**src/sv/jwi_div.sv**
```systemverilog
// Bit-serial restoring divider, one quotient bit per cycle.
module jwi_div #(
  parameter int NW = 49,
  parameter int DW = 32
) (
  input  logic          clk,
  input  logic          rst_n,
  input  logic          start,
  input  logic [NW-1:0] num,
  input  logic [DW-1:0] den,
  output logic          busy,
  output logic [NW-1:0] quot
);

  localparam int CW = $clog2(NW + 1);

  logic          busy_r;
  logic [CW-1:0] cnt_r;
  logic [NW-1:0] quo_r;
  logic [DW-1:0] rem_r;
  logic [DW-1:0] den_r;
  logic [DW:0]   rem_sh;
  logic [DW:0]   rem_sub;
  logic          ge;
  logic [DW-1:0] rem_nxt;

  assign rem_sh  = {rem_r, quo_r[NW-1]};
  assign rem_sub = rem_sh - {1'b0, den_r};
  assign ge      = rem_sh >= {1'b0, den_r};
  assign rem_nxt = ge ? rem_sub[DW-1:0] : rem_sh[DW-1:0];

  always_ff @(posedge clk) begin
    if (!rst_n) begin
      busy_r <= 1'b0;
      cnt_r  <= '0;
    end else if (start) begin
      busy_r <= 1'b1;
      cnt_r  <= CW'(NW);
    end else if (busy_r) begin
      cnt_r <= cnt_r - 1'b1;
      if (cnt_r == CW'(1)) begin
        busy_r <= 1'b0;
      end
    end
  end

  always_ff @(posedge clk) begin
    if (start) begin
      quo_r <= num;
      rem_r <= '0;
      den_r <= den;
    end else if (busy_r) begin
      quo_r <= {quo_r[NW-2:0], ge};
      rem_r <= rem_nxt;
    end
  end

  assign busy = busy_r;
  assign quot = quo_r;

endmodule

```
**config.mk**
```make
export PLATFORM = sky130hd
export DESIGN_NAME = jwi_div
export DESIGN_NICKNAME = d
export VERILOG_FILES = /design/src/sv/jwi_div.sv
export SDC_FILE = /design/constraint.sdc
export NUM_CORES = 1
export LEC_CHECK = 0
export BUFFER_PORTS_ARGS = -buffer_cell sky130_fd_sc_hd__buf_2
export CORE_ASPECT_RATIO = 0.5
export CORE_MARGIN = 2
export CORE_UTILIZATION = 55
export DETAILED_ROUTE_END_ITERATION = 10
export PLACE_DENSITY = 0.8
export RECOVER_POWER = 100
export SLEW_MARGIN = 20
export SYNTH_ARGS = -nofsm -noshare
export SYNTH_HDL_FRONTEND = slang
export SYNTH_SLANG_ARGS = --single-unit
export TNS_END_PERCENT = 5
```
**constraint.sdc**
```tcl
create_clock -name clk -period 5.8 [get_ports clk]
set_input_delay 0.87 -clock clk [delete_from_list [all_inputs] [get_ports clk]]
set_output_delay 0.87 -clock clk [all_outputs]
set_load 0.05 [all_outputs]
```
# After elaboration in Yosys (flattened, before gate mapping)
# Index checks and enable logic that the tools add are counted.
[op_classes]
n_lt_le_gt_ge = 1
n_bitwise = 1
n_mux = 8
n_eq_ne = 1
add_sub_neg = 2
n_reduce_logical = 2
[ops]
columns = ["op", "count"]
rows = [
  ["49-bit two-way mux", 2],
  ["33-bit by 32-bit >= comparator with 1-bit output", 1],
  ["32-bit two-way mux", 1],
  ["32-bit subtractor", 1],
  ["6-bit two-way mux", 2],
  ["6-bit by 1-bit == test with 1-bit output (second input constant)", 1],
  ["6-bit by 1-bit subtractor with 6-bit output (second input constant)", 1],
  ["1-bit two-way mux", 3],
  ["2-bit nonzero test", 1],
  ["2-bit OR reduction", 1],
  ["1-bit inverter", 1],
]
[totals]
regBits = 120
out_inout_bits = 50

# Logic depth before layout (Yosys ltp)
[depth]
word_depth = 4
mapped_depth = 14
depth_no_buf = 12

# Worst setup path after synthesis
# OpenSTA, ideal clock, no wires.
[synth_timing]
kind = "register -> register"
from = "register quo_r[48] (netlist: quot[48])"
to = "register quo_r[0] (netlist: quot[0]) (data pin)"
stages_incl_launch_ff = 12
path_buffers = 2
path_slack_ps = 2760
period_less_slack_ps = 3040
required_time_ps = 5540
t_arrival_ps = 2780
setup_ps = 260
cell_sequence = "edfxtp_1 inv_1 ha_1 nor2b_1 o31a_1 o31a_1 o21ai_2 a31oi_2 a221o_1 buf_6 buf_2 mux2_2"
[synth_between]
elab_chain_len = 3
[synth_rtl]
columns = ["element", "line", "rtl"]
rows = [
  ["start, declared", "19", "logic [NW-1:0] quo_r;"],
  ["start signal, assigned", "49", "quo_r <= num;"],
  ["start signal, assigned", "53", "quo_r <= {quo_r[NW-2:0], ge};"],
  ["33-bit by 32-bit >= comparator with 1-bit output", "29", "assign ge = rem_sh >= {1'b0, den_r};"],
  ["49-bit two-way mux", "52", "end else if (busy_r) begin"],
  ["49-bit two-way mux", "48", "if (start) begin"],
]
# No other way between the ends. The select of a mux whose other input is x is not followed.
# A chain may end at the register's enable or synchronous reset.

# Final worst setup path
[layout_timing]
from = "register den_r[1]"
to = "register rem_r[29]"
[layout_between]
elab_chain_len = 2
elab_cells_between_ends = 3
cone_classes = "add/sub: 1; order compare: 1; mux: 1"
[layout_rtl]
columns = ["element", "line", "rtl"]
rows = [
  ["start, declared", "21", "logic [DW-1:0] den_r;"],
  ["start signal, assigned", "51", "den_r <= den;"],
  ["32-bit subtractor / 33-bit by 32-bit >= comparator with 1-bit output (equally long branches)", "28, 29", ""],
  ["32-bit two-way mux (*)", "30", "assign rem_nxt = ge ? rem_sub[DW-1:0] : rem_sh[DW-1:0];"],
  ["end signal, assigned", "54", "rem_r <= rem_nxt;"],
  ["end, declared", "20", "logic [DW-1:0] rem_r;"],
]
# Every way passes the cells marked *; elsewhere a longest branch is shown, timed or not.

==> reports/summary.txt <==
status: finished, violations left
failing checks: max-capacitance violations, max-slew violations
gr ovfl total: 0
final cell count without fillers: 898
synthesized net count: 715
# fillers: 901
maximum VDD drop: 0.1804 mV
register area share after synthesis: 0.4969
wire per inst: 15.24 microns
vias per cell: 5.499
Post-DP HPWL: 9349 microns
# setup viols final: 0
via count: 4938
CP arrival: 4590 ps
cell area after synthesis: 0.006466 sq mm
final hold viol count: 0
CTS tree: built
Die Width: 157.3 microns
gr usage total: 0.2228
CP Capture Type: register
CTS Buf Count: 17
Primary FF master, synth: edfxtp_1
postcts setup bufs: 0
number of nets in the layout: 846
Crit path required time: 6090 ps
global-route wire length before repair: 22200 microns
row cnt: 27
total negative slack: 0 ps
Tcrit/Tclk final: 0.7410
DRT Pass-1 Iters: 5
Synth warnings: 0
Starting DRT DRC Count: 249
worst slew pin tran: 1952 ps
Mean Syn Cell Area: 10.85 sq um
H-tree depth: 4
drt total wl: 13690 microns
layout cell share with drive strength beyond 1: 0.2273
RD Place Congestion: 0.8400
ys async rst share: 0
Longest Clk Path Bufs: 2
worst-path fanout max: 47
P per Cell Area: 329.4 mW/mm^2
Routed Antenna Nets: 0
static leakage: 0.003173 uW
WS Path Type: register to register
Max-slew headroom: -0.3015
minimum clock period: 4298 ps
area grow syn2layout: 19.41%
Startpoint Class: register
number of synthesized register bits: 120
largest net degree at the start of global routing: 66
clk_lat worst skew: 410 ps
fmax: 232.7 MHz
worst hold path class: register to register
Remaining DRCs: 0
initial antenna violation count: 1
n_diodes: 0
clk sinks: 120
placed cell count: 867
Syn Inst Count: 596
Post-CTS Resized: 0
Die H: 80.67 microns
# IOs: 134
Pins Over Slew Limit: 156
Die ar.: 0.01269 sq mm
Maximum Capacitance Violations: 3
RSZ-0062 raised after global routing: false
vias in the first global route: 4759
EDFF count, synth: 81
CTS Root Cell: clkbuf_16
Clock Skew: 8.310 ps
Synth cell types: 52
Core Area: 0.01122 sq mm
share of the core filled with cells: 0.6884
hold_buf cts: 0
Port Buffers: 133
clock slew at reported path FFs: 60 ps
Initial Util: 0.5765
## cell type report
type	count	area, sq um	area share
Sequential cell	120	3213	0.4161
Timing Repair Buffer	134	611.8	0.07924
Tap cell	159	198.9	0.02577
Multi-Input combinational cell	409	2977	0.3855
Clock inverter	14	126.4	0.01637
Inverter	45	168.9	0.02188
Clock buffer	17	425.4	0.05510
## power breakdown
part,switching (uW),leakage [uW],internal [uW]
clock network,401,0.000272,590
logic,329,0.00178,176
registers,47.1,0.00113,1000
total,777,0.00317,1770
## metal layers
| layer | up-vias | wire length, microns | part of all wire | GRT usage |
|---|---|---|---|---|
| li1 | 2440 | - | - | - |
| met1 | 2331 | 6036 | 0.44 | 0.2705 |
| met2 | 150 | 6658 | 0.49 | 0.3856 |
| met3 | 15 | 860 | 0.063 | 0.07501 |
| met4 | 2 | 120 | 0.0088 | 0.05364 |
| met5 | - | 13 | 0.00095 | 0 |
## cells by family (layout without fill, tap and decap cells)
group                      after synthesis  in the layout  share of synthesized area
DFF                                    120            120                     0.4969
xor gates and xnor gates                27             27                    0.03657
adders and majority gates               35             35                    0.06889
AOI/OAI and AO/OA                      148            148                     0.1519
buffers and inverters                   67            210                    0.04276
and+or+nand+nor                        133            133                    0.09133
muxes                                   66             66                     0.1116
## registers in the layout, summed over array words and instances (netlist names)
name and cells:
quot 49, den_r 32, rem_r 32, cnt_r 6, busy 1
## stage by stage
| stage | worst slack (ps) | instance area, sq um | hold slack (ps) | power (uW) |
|---|---|---|---|---|
| 6_report | 1502 | 7721 | 475.3 | 2543 |
| 5_1_grt | 1141 | 7721 | 495.4 | 2643 |
| 4_1_cts | 2273 | 7787 | 471.4 | 2565 |
| 3_5_place_dp | 2307 | 7236 | 463.7 | 1573 |
| 3_3_place_gp | 2503 | 7236 | 458.1 | 1560 |
| 2_1_floorplan | 2760 | 6466 | 436.7 | 1446 |
## cells in the mapped netlist (4+ instances only)
cell,number,area (sq um)
edfxtp_1,81,2432
a21o_1,13,97.59
a21oi_1,37,185.2
o21a_1,8,60.06
nand3_1,7,35.03
o211ai_1,4,30.03
nand2b_1,7,43.79
o21ai_0,12,60.06
nor3_1,9,45.04
xor2_1,9,78.83
nand2_1,40,150.1
o21ai_1,23,115.1
a211oi_2,4,50.05
a211oi_1,17,127.6
dfxtp_1,39,780.8
clkbuf_1,17,63.81
inv_1,45,168.9
nand4_1,5,31.28
ha_1,34,425.4
mux2_2,49,551.8
nor2_1,50,187.7
nor2b_1,4,25.02
mux2i_1,17,170.2
xnor2_1,18,157.7
## worst paths after layout
kind / start / to / slack (ps) / cells past startpoint
worst max register to register: den_r[1] / rem_r[29] / 1500 / 10
worst min-delay path: rem_r[2] / rem_r[2] / 480 / 2
worst min register to register: rem_r[2] / rem_r[2] / 480 / 2
worst max-delay path: den_r[1] / rem_r[29] / 1500 / 10
## critical path, cell delays in order, from the launching register on
cell and delay (ps):
edfxtp_1 380, inv_1 60, ha_1 280, nor2b_1 180, o31a_1 210, o31a_1 310, o21ai_2 140, a31oi_2 310
a221o_1 1540, nand2_1 410, o221ai_1 340
## cells in the final DEF, fill, tap and decap left out, drive strengths merged, types with 2 or more instances in the layout
cell type / instances
a211o: 2
a211oi: 21
a21boi: 2
a21o: 13
a21oi: 37
a31oi: 4
and3: 2
buf: 83
clkbuf: 68
clkinv: 8
dfxtp: 39
edfxtp: 81
ha: 34
inv: 49
mux2: 49
mux2i: 17
nand2: 40
nand2b: 7
nand3: 7
nand4: 5
nor2: 50
nor2b: 4
nor3: 9
o211a: 2
o211ai: 4
o21a: 8
o21ai: 36
o21bai: 3
o221ai: 2
o311a: 2
o31a: 3
or2: 3
or3: 3
xnor2: 18
xor2: 9
(Power assumes the default switching activity.)
